$ cat config.mk
export PLATFORM = sky130hd
export DESIGN_NAME = i2c_master_register_access_top
export DESIGN_NICKNAME = d
export VERILOG_FILES = /design/src/hdl/i2cm_pkg.sv /design/src/hdl/i2cm_core.sv /design/src/hdl/i2c_master_register_access_top.sv
export SDC_FILE = /design/constraint.sdc
export NUM_CORES = 1
export LEC_CHECK = 0
export BUFFER_PORTS_ARGS = -buffer_cell sky130_fd_sc_hd__clkbuf_2
export CORE_ASPECT_RATIO = 1.1
export CORE_MARGIN = 2
export CORE_UTILIZATION = 25
export DETAILED_ROUTE_END_ITERATION = 16
export PLACE_DENSITY = 0.42
export SLEW_MARGIN = 20
export SYNTH_ARGS = -nofsm -noshare
export SYNTH_HDL_FRONTEND = slang
export SYNTH_SLANG_ARGS = --single-unit
$ cat constraint.sdc
create_clock -name clk -period 6.15 [get_ports clk]
set_input_delay 0.3075 -clock clk [delete_from_list [all_inputs] [get_ports clk]]
set_output_delay 0.3075 -clock clk [all_outputs]
set_load 0.01 [all_outputs]
$ cat src/hdl/i2cm_pkg.sv
// Shared types, codes and the segment plans of the I2C register-access master.
package i2cm_pkg;

	// Request codes
	localparam logic [1:0] OP_TICK  = 2'd0;
	localparam logic [1:0] OP_WRITE = 2'd1;
	localparam logic [1:0] OP_READ  = 2'd2;

	// Result status codes
	localparam logic [1:0] ST_OK        = 2'd0;
	localparam logic [1:0] ST_WR_REJECT = 2'd1;
	localparam logic [1:0] ST_RD_REJECT = 2'd2;

	// Configuration register indexes
	localparam logic CFG_DEV_ADDR  = 1'b0;
	localparam logic CFG_ACK_LIMIT = 1'b1;

	// Reset values of configuration registers
	localparam logic [7:0] DEV_ADDR_RST  = 8'd152;
	localparam logic [7:0] ACK_LIMIT_RST = 8'd255;

	// Accepted register address windows
	localparam logic [7:0] REG_LO    = 8'h10;
	localparam logic [7:0] WR_REG_HI = 8'h15;
	localparam logic [7:0] RD_REG_HI = 8'h17;

	// Plan lengths in segments
	localparam logic [4:0] WR_PLAN_LEN = 5'd11;
	localparam logic [4:0] RD_PLAN_LEN = 5'd13;

	// Step number of the first read byte (loads the high byte)
	localparam logic [4:0] STEP_RD_MSB = 5'd9;

	typedef enum logic [3:0] {
		SEG_START,
		SEG_WB_DEVW,
		SEG_WB_DEVR,
		SEG_WB_REG,
		SEG_WB_MSB,
		SEG_WB_LSB,
		SEG_WAIT,
		SEG_RB,
		SEG_ACK,
		SEG_NACK,
		SEG_STOP,
		SEG_GAP
	} seg_t;

	typedef struct packed {
		logic [1:0]  operation;
		logic [7:0]  reg_address;
		logic [15:0] write_data;
		logic        sda_in;
	} req_t;

	typedef struct packed {
		logic        scl_out;
		logic        sda_out;
		logic        busy_res;
		logic        done_res;
		logic [1:0]  status;
		logic [15:0] read_data;
	} rsp_t;

	typedef struct packed {
		logic [7:0] dev_addr;
		logic [7:0] ack_limit;
	} cfg_t;

	// Segment of a plan at a zero-based position
	function automatic seg_t plan_seg(input logic is_read, input logic [3:0] idx);
		seg_t s;
		s = SEG_GAP;
		if (is_read) begin
			case (idx)
				4'd0:  s = SEG_START;
				4'd1:  s = SEG_WB_DEVW;
				4'd2:  s = SEG_WAIT;
				4'd3:  s = SEG_WB_REG;
				4'd4:  s = SEG_WAIT;
				4'd5:  s = SEG_START;
				4'd6:  s = SEG_WB_DEVR;
				4'd7:  s = SEG_WAIT;
				4'd8:  s = SEG_RB;
				4'd9:  s = SEG_ACK;
				4'd10: s = SEG_RB;
				4'd11: s = SEG_NACK;
				default: s = SEG_STOP;
			endcase
		end else begin
			case (idx)
				4'd0:  s = SEG_START;
				4'd1:  s = SEG_WB_DEVW;
				4'd2:  s = SEG_WAIT;
				4'd3:  s = SEG_WB_REG;
				4'd4:  s = SEG_WAIT;
				4'd5:  s = SEG_WB_MSB;
				4'd6:  s = SEG_WAIT;
				4'd7:  s = SEG_WB_LSB;
				4'd8:  s = SEG_WAIT;
				4'd9:  s = SEG_STOP;
				default: s = SEG_GAP;
			endcase
		end
		return s;
	endfunction

endpackage

$ cat src/hdl/i2cm_core.sv
// Bus sequencer state and the single-tick step logic of the I2C master.
module i2cm_core (
	input  logic            clk,
	input  logic            arst_n,
	input  logic            tick_en,
	input  i2cm_pkg::req_t  req_s1,
	input  i2cm_pkg::cfg_t  cfg,
	output i2cm_pkg::rsp_t  rsp_d
);

	logic [4:0]  step_q;
	logic [1:0]  phase_q;
	logic [3:0]  bitc_q;
	logic [7:0]  shift_q;
	logic [7:0]  waitc_q;
	logic [15:0] cap_q;
	logic [24:0] held_q;
	logic        scl_q;
	logic        sda_q;

	logic [4:0]  n_step;
	logic [1:0]  n_phase;
	logic [3:0]  n_bitc;
	logic [7:0]  n_shift;
	logic [7:0]  n_waitc;
	logic [15:0] n_cap;
	logic [24:0] n_held;
	logic        n_scl;
	logic        n_sda;

	// One tick: request decode, one segment phase, then plan advance
	always_comb begin
		logic            run;
		logic            seg_end;
		logic            late;
		logic [4:0]      count;
		logic [4:0]      idx;
		logic [7:0]      tx_byte;
		i2cm_pkg::seg_t  kind;

		n_step  = step_q;
		n_phase = phase_q;
		n_bitc  = bitc_q;
		n_shift = shift_q;
		n_waitc = waitc_q;
		n_cap   = cap_q;
		n_held  = held_q;
		n_scl   = scl_q;
		n_sda   = sda_q;
		run     = 1'b0;
		seg_end = 1'b0;
		late    = 1'b0;
		count   = i2cm_pkg::WR_PLAN_LEN;
		idx     = '0;
		tx_byte = '0;
		kind    = i2cm_pkg::SEG_GAP;
		rsp_d   = '0;

		// Idle: check and latch a new request
		if (step_q == 5'd0) begin
			case (req_s1.operation)
				i2cm_pkg::OP_WRITE: begin
					if (req_s1.reg_address < i2cm_pkg::REG_LO ||
					    req_s1.reg_address > i2cm_pkg::WR_REG_HI) begin
						rsp_d.done_res = 1'b1;
						rsp_d.status   = i2cm_pkg::ST_WR_REJECT;
					end else begin
						n_held = {1'b0, req_s1.reg_address, req_s1.write_data};
						run    = 1'b1;
					end
				end
				i2cm_pkg::OP_READ: begin
					if (req_s1.reg_address < i2cm_pkg::REG_LO ||
					    req_s1.reg_address > i2cm_pkg::RD_REG_HI) begin
						rsp_d.done_res = 1'b1;
						rsp_d.status   = i2cm_pkg::ST_RD_REJECT;
					end else begin
						n_held = {1'b1, req_s1.reg_address, 16'h0000};
						run    = 1'b1;
					end
				end
				default: begin
				end
			endcase
			if (run) begin
				n_step  = 5'd1;
				n_phase = 2'd0;
				n_bitc  = 4'd0;
			end
		end else begin
			run = 1'b1;
		end

		if (run) begin
			count = n_held[24] ? i2cm_pkg::RD_PLAN_LEN : i2cm_pkg::WR_PLAN_LEN;
			idx   = n_step - 5'd1;
			if (idx >= count) begin
				idx = count - 5'd1;
			end
			kind = i2cm_pkg::plan_seg(n_held[24], idx[3:0]);
			rsp_d.busy_res = 1'b1;

			// Byte to send for write segments
			case (kind)
				i2cm_pkg::SEG_WB_DEVW: tx_byte = cfg.dev_addr & 8'hFE;
				i2cm_pkg::SEG_WB_DEVR: tx_byte = cfg.dev_addr | 8'h01;
				i2cm_pkg::SEG_WB_REG:  tx_byte = n_held[23:16];
				i2cm_pkg::SEG_WB_MSB:  tx_byte = n_held[15:8] & 8'h7F;
				default:               tx_byte = n_held[7:0];
			endcase

			case (kind)
				i2cm_pkg::SEG_START: begin
					if (n_phase == 2'd0) begin
						n_sda = 1'b1;
					end else if (n_phase == 2'd1) begin
						n_scl = 1'b1;
					end else begin
						n_sda   = 1'b0;
						seg_end = 1'b1;
					end
					if (!seg_end) n_phase = n_phase + 2'd1;
				end
				i2cm_pkg::SEG_STOP: begin
					if (n_phase == 2'd0) begin
						n_sda = 1'b0;
					end else if (n_phase == 2'd1) begin
						n_scl = 1'b1;
					end else begin
						n_sda   = 1'b1;
						seg_end = 1'b1;
					end
					if (!seg_end) n_phase = n_phase + 2'd1;
				end
				i2cm_pkg::SEG_GAP: begin
					seg_end = 1'b1;
				end
				i2cm_pkg::SEG_WAIT: begin
					// Clock high, then spin while the target holds the line high
					if (n_phase == 2'd0) begin
						n_scl   = 1'b1;
						n_waitc = 8'd0;
						n_phase = 2'd1;
					end else if (req_s1.sda_in && n_waitc < cfg.ack_limit) begin
						n_waitc = n_waitc + 8'd1;
					end else begin
						n_scl   = 1'b0;
						seg_end = 1'b1;
					end
				end
				i2cm_pkg::SEG_ACK, i2cm_pkg::SEG_NACK: begin
					// Clock drops after the high tick is shown
					if (n_phase == 2'd0) begin
						n_scl   = 1'b0;
						n_sda   = (kind == i2cm_pkg::SEG_NACK);
						n_phase = 2'd1;
					end else begin
						n_scl   = 1'b1;
						late    = 1'b1;
						seg_end = 1'b1;
					end
				end
				i2cm_pkg::SEG_RB: begin
					case (n_phase)
						2'd0: begin
							n_scl   = 1'b0;
							n_shift = 8'd0;
							n_phase = 2'd1;
						end
						2'd1: begin
							n_sda   = 1'b1;
							n_scl   = 1'b1;
							n_shift = {n_shift[6:0], req_s1.sda_in};
							n_phase = 2'd2;
						end
						2'd2: begin
							n_scl   = 1'b0;
							n_bitc  = n_bitc + 4'd1;
							n_phase = (n_bitc >= 4'd8) ? 2'd3 : 2'd1;
						end
						default: begin
							if (n_step == i2cm_pkg::STEP_RD_MSB) begin
								n_cap = {n_shift, 8'h00};
							end else begin
								n_cap = {n_cap[15:8], n_shift};
							end
							seg_end = 1'b1;
						end
					endcase
				end
				default: begin
					// Byte write, MSB first, then release for the ack
					if (n_bitc < 4'd8) begin
						if (n_phase == 2'd0) begin
							if (n_bitc == 4'd0) n_shift = tx_byte;
							n_scl   = 1'b0;
							n_phase = 2'd1;
						end else if (n_phase == 2'd1) begin
							n_sda   = n_shift[7];
							n_shift = {n_shift[6:0], 1'b0};
							n_phase = 2'd2;
						end else begin
							n_scl   = 1'b1;
							n_bitc  = n_bitc + 4'd1;
							n_phase = 2'd0;
						end
					end else if (n_phase == 2'd0) begin
						n_scl   = 1'b0;
						n_phase = 2'd1;
					end else begin
						n_sda   = 1'b1;
						seg_end = 1'b1;
					end
				end
			endcase

			// Plan advance
			if (seg_end) begin
				n_phase = 2'd0;
				n_bitc  = 4'd0;
				n_step  = n_step + 5'd1;
				if (n_step > count) begin
					n_step         = 5'd0;
					rsp_d.done_res = 1'b1;
				end
			end
		end

		rsp_d.scl_out   = n_scl;
		rsp_d.sda_out   = n_sda;
		rsp_d.read_data = n_cap;
		if (late) n_scl = 1'b0;
	end

	// Sequencer state
	always_ff @(posedge clk or negedge arst_n) begin
		if (!arst_n) begin
			step_q  <= '0;
			phase_q <= '0;
			bitc_q  <= '0;
			shift_q <= '0;
			waitc_q <= '0;
			cap_q   <= '0;
			held_q  <= '0;
			scl_q   <= 1'b1;
			sda_q   <= 1'b1;
		end else if (tick_en) begin
			step_q  <= n_step;
			phase_q <= n_phase;
			bitc_q  <= n_bitc;
			shift_q <= n_shift;
			waitc_q <= n_waitc;
			cap_q   <= n_cap;
			held_q  <= n_held;
			scl_q   <= n_scl;
			sda_q   <= n_sda;
		end
	end

endmodule

$ cat src/hdl/i2c_master_register_access_top.sv
// Top level of the I2C register-access master: input stage, sequencer, result register.
// A tick transferred on req passes the input stage, then the result register, before it is on rsp.
// Throughput: one tick per cycle while rsp_stall is low; the sequencer takes one bus phase per tick in one pass.
// req_stall rises only while the input stage holds a tick and the result register is stalled.
// Reset (arst_n low): sequencer idle, both lines released high, captured word cleared,
// device address 152 and ack wait limit 255; input stage and result register empty.
module i2c_master_register_access_top (
	input  logic            clk,
	input  logic            arst_n,
	input  logic            req_valid,
	output logic            req_stall,
	input  i2cm_pkg::req_t  req,
	output logic            rsp_valid,
	input  logic            rsp_stall,
	output i2cm_pkg::rsp_t  rsp,
	input  logic            cfg_valid,
	output logic            cfg_ready,
	input  logic            cfg_index,
	input  logic [7:0]      cfg_data
);

	i2cm_pkg::cfg_t  cfg_q;
	i2cm_pkg::req_t  req_s1;
	logic            valid_s1;
	i2cm_pkg::rsp_t  rsp_d;
	i2cm_pkg::rsp_t  rsp_s2;
	logic            valid_s2;
	logic            advance;
	logic            tick_en;

	// Result register takes a new tick when empty or being drained
	assign advance   = !valid_s2 || !rsp_stall;
	assign tick_en   = valid_s1 && advance;
	assign req_stall = valid_s1 && !advance;
	assign cfg_ready = 1'b1;

	// Configuration registers
	always_ff @(posedge clk or negedge arst_n) begin
		if (!arst_n) begin
			cfg_q.dev_addr  <= i2cm_pkg::DEV_ADDR_RST;
			cfg_q.ack_limit <= i2cm_pkg::ACK_LIMIT_RST;
		end else if (cfg_valid && cfg_ready) begin
			case (cfg_index)
				i2cm_pkg::CFG_DEV_ADDR:  cfg_q.dev_addr  <= cfg_data;
				i2cm_pkg::CFG_ACK_LIMIT: cfg_q.ack_limit <= cfg_data;
				default: begin
				end
			endcase
		end
	end

	// Input stage valid
	always_ff @(posedge clk or negedge arst_n) begin
		if (!arst_n) begin
			valid_s1 <= 1'b0;
		end else if (!req_stall) begin
			valid_s1 <= req_valid;
		end
	end

	// Input stage payload
	always_ff @(posedge clk) begin
		if (req_valid && !req_stall) begin
			req_s1 <= req;
		end
	end

	i2cm_core u_core (
		.clk     (clk),
		.arst_n  (arst_n),
		.tick_en (tick_en),
		.req_s1  (req_s1),
		.cfg     (cfg_q),
		.rsp_d   (rsp_d)
	);

	// Result register valid
	always_ff @(posedge clk or negedge arst_n) begin
		if (!arst_n) begin
			valid_s2 <= 1'b0;
		end else if (advance) begin
			valid_s2 <= valid_s1;
		end
	end

	// Result register payload
	always_ff @(posedge clk) begin
		if (tick_en) begin
			rsp_s2 <= rsp_d;
		end
	end

	assign rsp_valid = valid_s2;
	assign rsp       = rsp_s2;

	// A rejected request never starts a transaction
	a_reject_idle: assert property (@(posedge clk) disable iff (!arst_n)
		valid_s2 && rsp_s2.status != i2cm_pkg::ST_OK |-> !rsp_s2.busy_res && rsp_s2.done_res)
		else $error("rejected request reported as busy or not done");

	// A held tick with a free result register moves on in the next cycle
	a_tick_moves: assert property (@(posedge clk) disable iff (!arst_n)
		valid_s1 && !valid_s2 |=> valid_s2)
		else $error("tick not transferred to result register");

	// The input only stalls behind a held tick
	a_stall_cause: assert property (@(posedge clk) disable iff (!arst_n)
		req_stall |-> valid_s1 && valid_s2 && rsp_stall)
		else $error("input stalled without a blocked result");

endmodule

==> results.md <==
- Worst setup EP type: register
- Via density per instance: 4.76
- RR Startpoint: req_s1[25]
- Initial Util: 25.2%
- Antenna violations before repair: 0
- Die area: 31000 sq um
- Power Total: 0.00395 W
- CTS tree: built
- Setup Total Neg Slack: 0 ns
- Area growth syn-to-layout: 21.1%
- Final min period: 5.68 ns
- Total CTS buffers: 17
- DRT iter0 DRCs: 296
- GRT Total Usage: 13.1%
- Clock skew: 0.00876 ns
- Ys flop type: dfrtp_1
- DIE WIDTH: 168 um
- Worst Hold Depth: 1
- Maximum number of pins on one net before global-route repair: 65
- Setup Crit Path Kind: reg -> reg
- Startpoint type of the worst setup path: register
- Synth area leader: dfrtp_1
- Drc violations: 0
- Post-Syn Area: 7410 sq um
- Clock-pin slew of the registers on the worst-case setup and hold paths: 0.06 ns
- Highest Clock Rate: 176 MHz
- MaxCap Viol Count: 0
- Hold/Removal Path Class: in -> reg
- Bufs on Longest Clock Path: 2
- Final Max Tran Viols: 0
- Hold Startpoint: req[10]
- Syn Nets: 801
- Status: complete, no violations
- Root buf cell: clkbuf_16
- Critical Path Start: req_s1[25]
- Top cells by area, synth: dfrtp_1 25%, edfxtp_1 19%, ha_1 5.1%, nand2_1 4.8%, dfstp_2 4.6%
- Later-pin clock latency in the skew report: 0.42 ns
- Antenna Violating Nets Remaining: 0
- DRT Pass-1 Iters: 6
- Synth unique cells: 83
- DP HPWL: 14100 um
- IO Count: 66
- Worst vdd rail ir drop: 0.000218 V
- RSZ-0062 raised after global routing: false
- Leak: 3.78 nW
- YS warnings: 0
- Number of global-route vias before repair: 5737
- Final Hold Viols: 0
- Worst EP arrival: 6.04 ns
- WL final: 19600 um
- Routed length per instance: 16.3 um
- Antenna cells: 0
- GRT overflow: 0
- Chip height: 185 um
- Clock sink total: 134
- Most frequent cells in the layout: 95 x nand2_1, 73 x dfrtp_1, 62 x clkbuf_2
- Req. time, crit path: 6.51 ns
- Core region area: 29400 sq um
- Reg2reg setup slack: 0.47 ns
- Worst Max-Slew Pin Slew: 0.839 ns
- Cells after Synth: 730
- First-pass GRT wire length: 32000 um
- Layout cell share with drive strength beyond 1: 24.0%
- Worst hold endpoint: req_s1[10]
- Routability cong.: 0.825
- Synthesized area per cell: 10.2 sq um
- PwrDens: 441 nW/um^2
- Post-synthesis register bit count: 134
- Sequential element share of the synthesized area: 48.7%
- Via Count: 5719
- Crit Path Max Fanout: 5
- Port-buffer cells: 63
- Most common cell after layout, fill and taps aside: nand2_1
- H-tree depth: 4
- Register-to-Register Path Depth: 25
- Fin nets: 886
- Row count: 66
- Relative slew slack: 44.1%
- Final period utilization: 92.4%
- Number of synthesized flops with an enable pin: 48
- Synth top area share: 24.6%
- Asr flop ratio synth: 64.2%
- RR Endpoint: u_core.bitc_q[2]
- Final setup vio count: 0
[worst max-delay path: stages (launching register included)]
cell and delay, ns:
edfxtp_1 0.35, inv_1 0.05, ha_1 0.34, or2_2 0.36, nor4_1 0.18, buf_4 0.17
nand2_1 0.06, a21o_1 0.21, ha_1 0.27, nor2b_1 0.11, o21ai_0 0.07, nor2b_1 0.14
or3_1 0.39, and2_1 0.17, nand2_1 0.07, a21boi_0 0.24, inv_1 0.10, ha_1 0.18
nor4b_1 0.40, a41o_1 0.30, nor4_4 0.08, a221o_1 0.37, or3_1 0.49, buf_4 0.20
o21ai_0 0.16, o21a_1 0.15
[layer usage]
layer	share of wire [%]	global-route usage [%]	wire length, um
met5	0	0	0
met4	1.2	4.00	229
met2	46	20.9	9050
met3	2.6	2.15	518
met1	50	18.3	9780
[layout make-up]
cell class | instances | area, sq um
clock buffer | 25 | 541
clock inverter | 7 | 75.1
fill | 3103 | 20400
inverter | 28 | 108
multi-input combinational | 529 | 3520
sequential | 134 | 3610
tap | 374 | 468
timing repair buffer | 105 | 648
[Yosys cell counts (all sizes together), types with 5 or more instances]
cell type	number
ha	30
and2	15
o31ai	5
a32o	14
nand3	21
a22oi	12
a31oi	16
nor4	6
clkbuf	29
dfstp	13
inv	28
or3	5
buf	10
o21ai	62
and3	8
o21a	6
nand2	95
nand2b	13
dfrtp	73
xnor2	5
a21oi	29
nor2	52
edfxtp	48
nand4	7
mux2	31
nor3	15
[where the power goes]
group | leakage [nW] | internal, W | switching (W) | total (W)
Combinational | 1.91 | 0.000667 | 0.00105 | 0.00172
Sequential | 1.57 | 0.00107 | 0.000113 | 0.00118
Clock | 0.304 | 0.000657 | 0.000400 | 0.00106
[state kept, by name, summed over array words and instances, names as in the netlist, 2 cells and up]
register	cells
u_core.cap_q	16
req_s1	26
u_core.shift_q	8
rsp	22
u_core.phase_q	2
cfg_q	15
u_core.bitc_q	4
u_core.waitc_q	8
u_core.held_q	24
u_core.step_q	5
[stage by stage]
stage / instance area [sq um] / instances / util [%] / setup WS [ns] / hold slack (ns)
floorplan: 7410 / 730 / - / 0.152 / 0.0119
global placement: 8340 / 1169 / 28.4 / 0.358 / 0.239
detailed placement: 8340 / 1169 / 28.4 / 0.388 / 0.240
CTS: 8970 / 1202 / 30.5 / 0.353 / 0.0338
global route: 8970 / 1202 / 30.5 / 0.0167 / 0.0396
finish: 8970 / 1202 / 30.5 / 0.466 / 0.0585
[what timing repair did]
item,4_1_cts,5_1_grt
hold buffers,1,0
endpoints found under the hold margin,21,0
resized for setup,0,2
buffers inserted,0,0
endpoints found under the setup margin,0,5
[how the worst max path moves through the flow]
stage                            end
finish              u_core.bitc_q[2]
global route                 rsp[21]
CTS                 u_core.step_q[2]
detailed placement  u_core.step_q[2]
global placement    u_core.step_q[3]
floorplan                    rsp[18]
[cells by family after synthesis]
logic type	Yosys count	share of synthesized area (%)
muxes	35	5.66
adders and majority gates	30	5.07
DFF	134	48.7
and+or+nand+nor	254	16.9
xor gates and xnor gates	8	0.946
other	1	0.0506
buffers and inverters	67	3.85
AOI/OAI and AO/OA	201	18.8
(Power assumes the default switching activity.)
